`src/sv/llrb_pkg.sv`:
```
// ----------------------------------------------------------------------------
// llrb_pkg
// Shared constants and types for the last-lines ring buffer.
// ----------------------------------------------------------------------------
package llrb_pkg;

    localparam int MAX_SLOTS  = 16;
    localparam int LINE_CHARS = 4095;

    localparam int SLOT_W = $clog2(MAX_SLOTS);
    localparam int POS_W  = $clog2(LINE_CHARS + 1);
    localparam int LEN_W  = $clog2(LINE_CHARS + 2);
    localparam int CNT_W  = $clog2(MAX_SLOTS + 1);
    localparam int ADDR_W = SLOT_W + POS_W;
    localparam int LC_W   = 5;
    localparam int DATA_W = 8;

    localparam int PADDR_W = 3;
    localparam logic REG_LINE_COUNT = 1'b0;

    localparam logic [DATA_W-1:0] NEWLINE          = 8'd10;
    localparam logic [LC_W-1:0]   LINE_COUNT_RESET = 5'd10;

    typedef struct packed {
        logic              valid;
        logic [DATA_W-1:0] data;
        logic              last;
        logic              too_long;
    } result_t;

    typedef struct packed {
        logic            wr;
        logic [LC_W-1:0] line_count;
    } cfg_t;

endpackage

```
`src/sv/llrb_out_buf.sv`:
```
// ----------------------------------------------------------------------------
// llrb_out_buf
// Two-entry result queue that decouples the control unit from the output.
// ----------------------------------------------------------------------------
module llrb_out_buf (
    input  logic              clk,
    input  logic              rst_n,
    input  logic              in_valid,
    output logic              in_ready,
    input  llrb_pkg::result_t in_data,
    output logic              out_valid,
    input  logic              out_ready,
    output llrb_pkg::result_t out_data
);

    import llrb_pkg::*;

    result_t    q_reg [2];
    logic [1:0] count_reg;
    logic       rd_ptr_reg;
    logic       wr_ptr_reg;
    logic       push;
    logic       pop;

    assign in_ready  = (count_reg != 2'd2);
    assign out_valid = (count_reg != 2'd0);
    assign out_data  = q_reg[rd_ptr_reg];
    assign push      = in_valid && in_ready;
    assign pop       = out_valid && out_ready;

    always_ff @(posedge clk or negedge rst_n)
    begin
        if (!rst_n)
        begin
            count_reg  <= 2'd0;
            rd_ptr_reg <= 1'b0;
            wr_ptr_reg <= 1'b0;
        end
        else
        begin
            if (push)
            begin
                wr_ptr_reg <= ~wr_ptr_reg;
            end
            if (pop)
            begin
                rd_ptr_reg <= ~rd_ptr_reg;
            end
            if (push && !pop)
            begin
                count_reg <= count_reg + 2'd1;
            end
            else if (pop && !push)
            begin
                count_reg <= count_reg - 2'd1;
            end
        end
    end

    always_ff @(posedge clk)
    begin
        if (push)
        begin
            q_reg[wr_ptr_reg] <= in_data;
        end
    end

endmodule

```
`config.mk`:
```
export PLATFORM = sky130hd
export DESIGN_NAME = llrb_out_buf
export DESIGN_NICKNAME = d
export VERILOG_FILES = /design/src/sv/llrb_pkg.sv /design/src/sv/llrb_out_buf.sv
export SDC_FILE = /design/constraint.sdc
export NUM_CORES = 1
export LEC_CHECK = 0
export ABC_AREA = 0
export BUFFER_PORTS_ARGS = -buffer_cell sky130_fd_sc_hd__buf_2
export CORE_ASPECT_RATIO = 1.2
export CORE_MARGIN = 1.5
export CORE_UTILIZATION = 44
export CTS_CLUSTER_SIZE = 16
export DETAILED_ROUTE_END_ITERATION = 16
export PLACE_DENSITY = 0.72
export SLEW_MARGIN = 40
export SYNTH_ARGS = -nofsm -noshare
export SYNTH_HDL_FRONTEND = slang
export SYNTH_SLANG_ARGS = --single-unit
```
`constraint.sdc`:
```
create_clock -name clk -period 1.35 [get_ports clk]
set_input_delay 0.135 -clock clk [delete_from_list [all_inputs] [get_ports clk]]
set_output_delay 0.135 -clock clk [all_outputs]
set_load 0.005 [all_outputs]
```
==> results.py <==
metrics = {
    "run_status": {
        "status": "finished with violations",
        "violations": "setup timing",
    },
    "drt": {
        "dr.max_layer_used": "met4",
        "wl_met2_um": 956,
        "avgViaCountPerCell": 4.61,
        "drt_wl_total_um": 1720,
        "vias": 622,
        "wl_met3_um": 58,
        "drtIter0Drc": 13,
        "drt-met1-wl_um": 682,
        "avgRoutedWirePerCell_um": 12.7,
        "drc_errors": 0,
        "antenna_left": 0,
        "firstDrtPassIters": 4,
    },
    "die": {
        "die-area_sq_um": 2580,
        "boundaryPins": 28,
        "die_width_um": 46.6,
        "fp.coreArea_sq_um": 2120,
        "row_count": 18,
        "die_h_um": 55.3,
        "initial_core_util_pct": 47.4,
    },
    "finish": {
        "largest_register_ffs": 22,
        "finalInstanceArea_sq_um": 1550,
        "drive_gt1_share_pct": 57.1,
        "nets": 122,
        "n_antenna_cell": 0,
        "n_fill_cell": 142,
        "final_cell_mix": "22 x edfxtp_1, 16 x buf_2, 15 x buf_6",
        "multi_input_area_sq_um": 302,
        "area_growth_pct": 54.9,
        "ff_latch_area_sq_um": 761,
        "final_common_cell": "edfxtp_1",
    },
    "worst_setup_path": {
        "crit_start": "rd_ptr_reg",
        "r2r.worst_path.cells": 7,
        "cp_cell_sequence": "buf_6 > mux2_4 > buf_6",
        "worstSetupStartpointType": "register",
        "crit_arrival_ns": 1.32,
        "path_delay_family": "flip-flops",
        "crit_buf_inv": 2,
        "worstSetupEndpointType": "primary output",
        "max_stage_delay_ns": 0.43,
        "reg2reg_from": "count_reg[0]",
        "r2r_end": "count_reg[1]",
        "criticalPathCategory": "reg -> out",
        "cp.required_ns": 1.22,
        "cp_common_cell": "buf_6",
        "critical_path.max_fanout": 6,
        "crit_slowest_cell": "dfrtp_1",
        "reg2reg_slack_ns": -0.02,
    },
    "sta": {
        "min_period_ns": 1.45,
        "rsz0062_at_grt": "yes",
        "timing.fmax_mhz": 688,
        "timing.hold.ws_ns": 0.133,
        "final-setup-viol-count": 12,
        "worst_slew_pin_slew_ns": 0.265,
        "timing.slew.headroom_pct": 82.3,
        "min_period_over_period_pct": 108,
        "setup_ws_ns": -0.103,
        "clock_skew_ns": 0.00257,
        "hold_violations": 0,
        "slew_viol_final": 0,
    },
    "grt": {
        "grt_max_degree": 15,
        "antenna_found_initial": 0,
        "track_usage_pct": 14.5,
        "grt-ovfl-total": 0,
        "grt_pass1_wl_um": 2560,
        "grt_pass1_vias": 594,
    },
    "synth": {
        "yosysWarnings": 0,
        "postSynthNetCount": 68,
        "synth_seq_area_share_pct": 75.8,
        "yosys_register_bits": 26,
        "synthCells": 52,
        "synth.avg_cell_area_sq_um": 19.3,
        "synth_cell_type_count": 14,
        "synth_area_sq_um": 1000,
    },
    "pwr": {
        "irDropWorstVdd_mv": 1.38,
        "leakagePower_nw": 0.655,
        "power.density_nw_per_um2": 1940,
    },
    "clock_network": {
        "cts-htree-levels": 1,
        "clk_pin_slew_ns": 0.13,
        "clkSinkCount": 26,
        "cts_root_buf": "clkbuf_4",
        "cts_buffer_depth": 2,
        "clk_latency_ns": 0.31,
        "cts_buffers": 3,
        "cts_tree": "yes",
    },
    "placement": {
        "pre_cts_ws_ns": -0.0349,
        "dp_hpwl_um": 1120,
        "gp_congestion": 0.675,
        "numPortBuffers": 27,
        "placedInstanceArea_sq_um": 1220,
    },
    "hold_path": {
        "hp-class": "in -> async",
    },
    "run": {
        "maxCapViolCount": 0,
    },
}
[per-layer routing]
layer | GRT usage, % | up-vias
met5 | 0 | -
met4 | 6.12 | 0
met3 | 2.94 | 2
met2 | 24.8 | 20
met1 | 16.7 | 305
li1 | - | 295
[kinds of logic (layout without fill, tap and decap cells)]
kind of cell             count (synthesis)  after routing  synth area share, %
flip-flops                              26             26                 75.8
buffers and inverters                    2             55                 1.12
XOR/XNOR                                 5              5                 4.36
AND/OR/NAND/NOR                          7              7                 5.11
multiplexers                            11             11                 12.3
adder cells (fa/ha/maj)                  1              1                 1.25
[worst max path at each step]
stage	endpoint	slack (ns)	depth (start not counted)
final	out_data[6]	-0.10	3
after CTS	out_data[4]	-0.10	3
after global placement	count_reg[1]	-0.01	6
after detailed placement	q_reg[1][9]	-0.03	2
after floorplan	count_reg[1]	-0.02	6
after global routing	out_data[6]	-0.16	3
[where the power goes]
part | total (mW) | internal [mW] | switching (mW)
Sequential | 1.22 | 1.12 | 0.0999
Clock | 0.327 | 0.116 | 0.212
Combinational | 1.48 | 0.939 | 0.540
[Yosys cell counts]
library cell	count	area (sq um)
and3_1	1	6.26
buf_4	1	7.51
dfrtp_1	4	100
edfxtp_1	22	661
ha_1	1	12.5
inv_1	1	3.75
mux2_2	11	124
nand2_1	1	3.75
nand2_4	1	11.3
nand2b_4	1	13.8
nor2_1	2	7.51
or2_4	1	8.76
xnor2_1	3	26.3
xor2_1	2	17.5
[metrics by stage]
stage                     std cells  utilization (%)  power (mW)  setup TNS, ns
after floorplan                  52                -        1.78        -0.0191
after global placement          115             57.8        2.14        -0.0297
after detailed placement        115             57.8        2.18         -0.398
after CTS                       129             69.7        2.96          -1.09
after global routing            135             73.4        3.20          -1.76
final                           135             73.4        3.02          -1.05
[area by class of cell]
class | instances | area share, %
Clock buffer | 4 | 1.69
Inverter | 1 | 0.403
Multi-Input combinational cell | 24 | 19.4
Sequential cell | 26 | 49.0
Tap cell | 30 | 2.42
Timing Repair Buffer | 50 | 27.1
[what timing repair did]
action / 4_1_cts / 5_1_grt
cloned: 0 / 0
setup buffers: 3 / 1
setup endpoints to repair: 23 / 23
resized for setup: 29 / 5
endpoints found under the hold margin: 16 / 10
pin swaps: 7 / 2
hold buffers: 7 / 5
No activity file was read; power rests on OpenSTA's default activity.
