## config.mk

```make
export PLATFORM = sky130hd
export DESIGN_NAME = llrb_ctrl
export DESIGN_NICKNAME = d
export VERILOG_FILES = /design/src/sv/llrb_pkg.sv /design/src/sv/llrb_ctrl.sv
export SDC_FILE = /design/constraint.sdc
export NUM_CORES = 1
export LEC_CHECK = 0
export ABC_CLOCK_PERIOD_IN_PS = 5900
export CAP_MARGIN = 15
export CORE_UTILIZATION = 60
export CTS_BUF_LIST = sky130_fd_sc_hd__clkbuf_2 sky130_fd_sc_hd__clkbuf_4 sky130_fd_sc_hd__clkbuf_8
export CTS_CLUSTER_DIAMETER = 120
export DETAILED_ROUTE_END_ITERATION = 8
export DONT_BUFFER_PORTS = 1
export PLACE_DENSITY = 0.76
export SYNTH_ARGS = -nofsm -noshare
export SYNTH_HDL_FRONTEND = slang
export SYNTH_SLANG_ARGS = --single-unit
```

## constraint.sdc

```tcl
create_clock -name clk -period 5.9 [get_ports clk]
set_clock_uncertainty 0.1 [all_clocks]
set_input_delay 0.295 -clock clk [delete_from_list [all_inputs] [get_ports clk]]
set_output_delay 0.295 -clock clk [all_outputs]
set_load 0.01 [all_outputs]
```

## src/sv/llrb_pkg.sv

```systemverilog
// ----------------------------------------------------------------------------
// llrb_pkg
// Shared constants and types for the last-lines ring buffer.
// ----------------------------------------------------------------------------
package llrb_pkg;

    localparam int MAX_SLOTS  = 16;
    localparam int LINE_CHARS = 4095;

    localparam int SLOT_W = $clog2(MAX_SLOTS);
    localparam int POS_W  = $clog2(LINE_CHARS + 1);
    localparam int LEN_W  = $clog2(LINE_CHARS + 2);
    localparam int CNT_W  = $clog2(MAX_SLOTS + 1);
    localparam int ADDR_W = SLOT_W + POS_W;
    localparam int LC_W   = 5;
    localparam int DATA_W = 8;

    localparam int PADDR_W = 3;
    localparam logic REG_LINE_COUNT = 1'b0;

    localparam logic [DATA_W-1:0] NEWLINE          = 8'd10;
    localparam logic [LC_W-1:0]   LINE_COUNT_RESET = 5'd10;

    typedef struct packed {
        logic              valid;
        logic [DATA_W-1:0] data;
        logic              last;
        logic              too_long;
    } result_t;

    typedef struct packed {
        logic            wr;
        logic [LC_W-1:0] line_count;
    } cfg_t;

endpackage

```

## src/sv/llrb_ctrl.sv

```systemverilog
// ----------------------------------------------------------------------------
// llrb_ctrl
// Ring control: stores pushed bytes, closes line slots and walks the drain.
// ----------------------------------------------------------------------------
module llrb_ctrl (
    input  logic                         clk,
    input  logic                         rst_n,
    input  llrb_pkg::cfg_t               cfg,
    input  logic                         in_valid,
    output logic                         in_ready,
    input  logic                         in_mode,
    input  logic [llrb_pkg::DATA_W-1:0]  in_byte,
    output logic                         res_valid,
    input  logic                         res_ready,
    output llrb_pkg::result_t            res,
    output logic                         mem_en,
    output logic                         mem_we,
    output logic [llrb_pkg::ADDR_W-1:0]  mem_addr,
    output logic [llrb_pkg::DATA_W-1:0]  mem_wdata,
    input  logic [llrb_pkg::DATA_W-1:0]  mem_rdata
);

    import llrb_pkg::*;

    typedef enum logic [1:0] {
        ST_IDLE,
        ST_SEEK_FIRST,
        ST_SEEK_LAST
    } state_t;

    state_t             state_reg,    state_next;
    logic [SLOT_W-1:0]  ws_reg,       ws_next;
    logic [LEN_W-1:0]   ci_reg,       ci_next;
    logic               skip_reg,     skip_next;
    logic               draining_reg, draining_next;
    logic [SLOT_W-1:0]  ds_reg,       ds_next;
    logic [CNT_W-1:0]   dc_reg,       dc_next;
    logic [LEN_W-1:0]   dch_reg,      dch_next;
    logic               too_long_reg, too_long_next;

    logic [LEN_W-1:0]   slot_len_reg [MAX_SLOTS];
    logic               len_we;
    logic               len_clr;
    logic [LEN_W-1:0]   len_wdata;

    logic [CNT_W-1:0]   kept;
    logic [SLOT_W-1:0]  ws_adv;
    logic [SLOT_W-1:0]  ds_adv;
    logic [LEN_W-1:0]   cur_len;
    logic               in_accept;
    logic               closing;

    function automatic logic [SLOT_W-1:0] next_slot(input logic [SLOT_W-1:0] s,
                                                    input logic [CNT_W-1:0]  n);
        logic [CNT_W-1:0] inc;
        inc = CNT_W'(s) + CNT_W'(1);
        return (inc >= n) ? '0 : inc[SLOT_W-1:0];
    endfunction

    assign kept      = (cfg.line_count > LC_W'(MAX_SLOTS)) ? CNT_W'(MAX_SLOTS)
                                                            : CNT_W'(cfg.line_count);
    assign ws_adv    = next_slot(ws_reg, kept);
    assign ds_adv    = next_slot(ds_reg, kept);
    assign cur_len   = slot_len_reg[ds_reg];
    assign in_ready  = (state_reg == ST_IDLE) && res_ready;
    assign in_accept = in_valid && in_ready;
    assign closing   = (ci_reg != '0) || skip_reg;

    always_comb
    begin
        state_next    = state_reg;
        ws_next       = ws_reg;
        ci_next       = ci_reg;
        skip_next     = skip_reg;
        draining_next = draining_reg;
        ds_next       = ds_reg;
        dc_next       = dc_reg;
        dch_next      = dch_reg;
        too_long_next = too_long_reg;
        len_we        = 1'b0;
        len_clr       = 1'b0;
        len_wdata     = ci_reg;
        mem_en        = 1'b0;
        mem_we        = 1'b0;
        mem_addr      = {ds_reg, dch_reg[POS_W-1:0]};
        mem_wdata     = in_byte;
        res_valid     = 1'b0;
        res.valid     = 1'b0;
        res.data      = '0;
        res.last      = 1'b0;
        res.too_long  = too_long_reg;

        case (state_reg)
            ST_IDLE:
            begin
                if (in_accept)
                begin
                    if (kept == '0)
                    begin
                        res_valid = 1'b1;
                    end
                    else if (!in_mode)
                    begin
                        res_valid = 1'b1;
                        if (!draining_reg)
                        begin
                            mem_addr = {ws_reg, ci_reg[POS_W-1:0]};
                            if (in_byte == NEWLINE)
                            begin
                                mem_en    = 1'b1;
                                mem_we    = 1'b1;
                                len_we    = 1'b1;
                                len_wdata = ci_reg + LEN_W'(1);
                                ci_next   = '0;
                                skip_next = 1'b0;
                                ws_next   = ws_adv;
                            end
                            else if (skip_reg)
                            begin
                                skip_next = 1'b1;
                            end
                            else if (ci_reg >= LEN_W'(LINE_CHARS))
                            begin
                                too_long_next = 1'b1;
                                skip_next     = 1'b1;
                            end
                            else
                            begin
                                mem_en  = 1'b1;
                                mem_we  = 1'b1;
                                ci_next = ci_reg + LEN_W'(1);
                            end
                        end
                        res.too_long = too_long_next;
                    end
                    else if (draining_reg)
                    begin
                        mem_en     = 1'b1;
                        dch_next   = dch_reg + LEN_W'(1);
                        state_next = ST_SEEK_LAST;
                    end
                    else
                    begin
                        if (closing)
                        begin
                            len_we    = 1'b1;
                            ci_next   = '0;
                            skip_next = 1'b0;
                            ws_next   = ws_adv;
                        end
                        draining_next = 1'b1;
                        ds_next       = closing ? ws_adv : ws_reg;
                        dc_next       = '0;
                        dch_next      = '0;
                        state_next    = ST_SEEK_FIRST;
                    end
                end
            end
            ST_SEEK_FIRST:
            begin
                if (dc_reg >= kept)
                begin
                    if (res_ready)
                    begin
                        res_valid  = 1'b1;
                        len_clr    = 1'b1;
                        state_next = ST_IDLE;
                    end
                end
                else if (dch_reg >= cur_len)
                begin
                    ds_next  = ds_adv;
                    dc_next  = dc_reg + CNT_W'(1);
                    dch_next = '0;
                end
                else
                begin
                    mem_en     = 1'b1;
                    dch_next   = dch_reg + LEN_W'(1);
                    state_next = ST_SEEK_LAST;
                end
            end
            ST_SEEK_LAST:
            begin
                if (dc_reg >= kept)
                begin
                    if (res_ready)
                    begin
                        res_valid  = 1'b1;
                        res.valid  = 1'b1;
                        res.data   = mem_rdata;
                        res.last   = 1'b1;
                        len_clr    = 1'b1;
                        state_next = ST_IDLE;
                    end
                end
                else if (dch_reg >= cur_len)
                begin
                    ds_next  = ds_adv;
                    dc_next  = dc_reg + CNT_W'(1);
                    dch_next = '0;
                end
                else if (res_ready)
                begin
                    res_valid  = 1'b1;
                    res.valid  = 1'b1;
                    res.data   = mem_rdata;
                    state_next = ST_IDLE;
                end
            end
            default:
            begin
                state_next = ST_IDLE;
            end
        endcase

        if (cfg.wr)
        begin
            len_clr = 1'b1;
        end

        if (len_clr)
        begin
            ws_next       = '0;
            ci_next       = '0;
            skip_next     = 1'b0;
            draining_next = 1'b0;
            ds_next       = '0;
            dc_next       = '0;
            dch_next      = '0;
        end
    end

    always_ff @(posedge clk or negedge rst_n)
    begin
        if (!rst_n)
        begin
            state_reg    <= ST_IDLE;
            ws_reg       <= '0;
            ci_reg       <= '0;
            skip_reg     <= 1'b0;
            draining_reg <= 1'b0;
            ds_reg       <= '0;
            dc_reg       <= '0;
            dch_reg      <= '0;
            too_long_reg <= 1'b0;
        end
        else
        begin
            state_reg    <= state_next;
            ws_reg       <= ws_next;
            ci_reg       <= ci_next;
            skip_reg     <= skip_next;
            draining_reg <= draining_next;
            ds_reg       <= ds_next;
            dc_reg       <= dc_next;
            dch_reg      <= dch_next;
            too_long_reg <= too_long_next;
        end
    end

    always_ff @(posedge clk or negedge rst_n)
    begin
        if (!rst_n)
        begin
            for (int i = 0; i < MAX_SLOTS; i++)
            begin
                slot_len_reg[i] <= '0;
            end
        end
        else if (len_clr)
        begin
            for (int i = 0; i < MAX_SLOTS; i++)
            begin
                slot_len_reg[i] <= '0;
            end
        end
        else if (len_we)
        begin
            slot_len_reg[ws_reg] <= len_wdata;
        end
    end

endmodule

```

==> impl_metrics.env <==
export IMPL_status="complete, but fails checks"
export IMPL_violations="negative hold slack"
export IMPL_cts_tree="done"
export IMPL_gp_congestion=0.9400
export IMPL_diodes=0
export IMPL_fp_dieArea_mm2=0.02287
export IMPL_place_hpwl_um=24460
export IMPL_drc=0
export IMPL_drt_vias_per_instance=6.474
export IMPL_reg2reg_slack_ps=710
export IMPL_largest_reg_flops=208
export IMPL_wl_um=37050
export IMPL_io_pins=66
export IMPL_reg2reg_from="ds_reg[0]"
export IMPL_clk_pin_slew_ps=60
export IMPL_overflow=0
export IMPL_min_period_ps=5456
export IMPL_yosys_area_top_type="dfrtp_1"
export IMPL_grt_use_met1=0.4661
export IMPL_end_kind="output pin"
export IMPL_rsz0062_at_grt="no"
export IMPL_synth_ff_latch_count=252
export IMPL_antenna_found_initial=0
export IMPL_synth_seq_area_share=0.4720
export IMPL_cts_setup_buffers=0
export IMPL_drt_iter0_markers=990
export IMPL_io_buffers=0
export IMPL_ys_top_cells_by_area="dfrtp_1 (47%), o21ai_0 (7.2%), nand2_1 (6.2%)"
export IMPL_yosysWarnings=0
export IMPL_syn_inst=1387
export IMPL_setup_slack_ps=443.5
export IMPL_synth_main_ff_cell="dfrtp_1"
export IMPL_maxSlewHeadroom=0.2518
export IMPL_grt_util_met3=0.07560
export IMPL_nNetsFinal=1424
export IMPL_placementRows=54
export IMPL_synth_edff_count=0
export IMPL_grt_pass1_wl_um=58030
export IMPL_num_vias=10766
export IMPL_cts_made_buffers=43
export IMPL_synth_nets=1456
export IMPL_cp_arrival_ps=5060
export IMPL_r2r_end="dc_reg[1]"
export IMPL_worst_slew_pin_transition_ps=1121
export IMPL_hold_class="in -> async"
export IMPL_drv_slew=0
export IMPL_peakVddDrop_uv=207.5
export IMPL_setup_tns_ps=0
export IMPL_fin_crit_sh=0.9248
export IMPL_htreeDepth=2
export IMPL_clockBufferDepth=3
export IMPL_die_h_um=151.2
export IMPL_reg2reg_depth=12
export IMPL_crit_path_max_fanout=34
export IMPL_drv_cap=0
export IMPL_wire_per_inst_um=22.28
export IMPL_start_util=0.6123
export IMPL_crit_required_ps=5510
export IMPL_fillCellCount=1771
export IMPL_drive_above_1_share=0.1273
export IMPL_synth_top_area_share=0.4720
export IMPL_netlist_area_mm2=0.01336
export IMPL_grtUsageMet2=0.5094
export IMPL_clkLatencyLatePin_ps=560
export IMPL_power_w=0.004289
export IMPL_synth_area_per_cell_um2=9.633
export IMPL_worstSetupPathType="reg -> out"
export IMPL_ys_types=68
export IMPL_synth_most_common_cell="dfrtp_1"
export IMPL_pre_cts_slack_ps=1111
export IMPL_chipWidth_um=151.2
export IMPL_synth_top_cells_by_count="dfrtp_1 (252), nand2_1 (220), o21ai_0 (192)"
export IMPL_grt_usage=0.3384
export IMPL_busiest_layer="met2"
export IMPL_drt_pass1_iterations=5
export IMPL_setup_violations_final=0
export IMPL_crit_path_start_kind="register"
export IMPL_cts_sink_count=252
export IMPL_detail_route_antenna_nets=0
export IMPL_timing_hold_ws_ps=-665.8
export IMPL_max_freq_mhz=183.3
export IMPL_hold_viol=252
export IMPL_area_growth_pct=8.287
export IMPL_grt_pass1_vias=10359
export IMPL_core_area_mm2=0.02182
export IMPL_p_leak_nw=6.153
export IMPL_cts_root_buf="clkbuf_8"
export IMPL_async_reset_ff_frac=1.000
export IMPL_p_per_area_mw_per_mm2=296.4
export IMPL_grt_max_degree=253
area by class of cell:
cell class | instances | area (um^2) | area share
Clock buffer | 65 | 807.0 | 0.05578
Clock inverter | 8 | 98.84 | 0.006832
Sequential cell | 252 | 6310 | 0.4361
Inverter | 21 | 78.83 | 0.005448
Multi-Input combinational cell | 1002 | 6510 | 0.4499
Tap cell | 280 | 350.3 | 0.02421
Timing Repair Buffer | 35 | 314.1 | 0.02171
kinds of logic (layout without fill, tap and decap cells):
kind of cell | after synthesis | count (layout) | synth area share
xor gates and xnor gates | 24 | 24 | 0.01629
DFF | 252 | 252 | 0.4720
buffers and inverters | 133 | 129 | 0.04392
and+or+nand+nor | 438 | 438 | 0.1448
muxes | 96 | 96 | 0.09842
adders and majority gates | 42 | 42 | 0.03933
AOI/OAI and AO/OA | 402 | 402 | 0.1853
through the flow:
stage / instances / utilization / area [um^2]
floorplan: 1387 / - / 13360
global placement: 1581 / 0.6166 / 13460
detailed placement: 1581 / 0.6166 / 13460
CTS: 1659 / 0.6604 / 14410
global route: 1663 / 0.6630 / 14470
finish: 1663 / 0.6630 / 14470
how the worst max path moves through the flow:
| stage | end | slack (ps) | start |
|---|---|---|---|
| after global placement | res_valid | 1150 | ds_reg[0] |
| after detailed placement | res_valid | 1110 | ds_reg[0] |
| after global routing | res_valid | 240 | ds_reg[0] |
| after floorplan | res_valid | 1330 | ds_reg[0] |
| final | res_valid | 440 | ds_reg[0] |
| after CTS | res_valid | 530 | ds_reg[0] |
worst max-delay path, stage by stage, from the launching register on:
cell,delay (ps)
dfrtp_4,800
buf_12,290
mux4_2,550
a221oi_1,370
ha_1,310
a21o_1,160
a221o_1,280
or3_4,400
o21ai_1,580
and3_1,470
a21oi_1,70
nor2_1,200
placed cells by master, fill, tap and decap left out, types with 23 or more instances in the layout:
cell        n
dfrtp_1   251
nand3_1    33
o21ai_0   192
nor2_1     96
mux4_2     26
nand2_1   220
buf_4      25
a211oi_1   44
mux2i_1    47
a221oi_1   26
a21oi_1    50
mux2_2     23
ha_1       42
clkbuf_8   51
where the power goes:
group | switching, W | internal, W
logic | 0.000509 | 0.000293
clock network | 0.000699 | 0.000959
registers | 0.0000798 | 0.00175
total | 0.00129 | 0.00300
timing repair:
item	4_1_cts	5_1_grt
setup endpoints to repair	0	0
hold buffers	5	1
gates resized for setup	0	0
hold endpoints to repair	259	253
layer usage:
metal  share of wire  wire length, um
met2            0.46            16860
met4           0.044             1631
met3           0.081             2998
met1            0.42            15550
met5               0                0
Power figures use the tool's default switching activity.
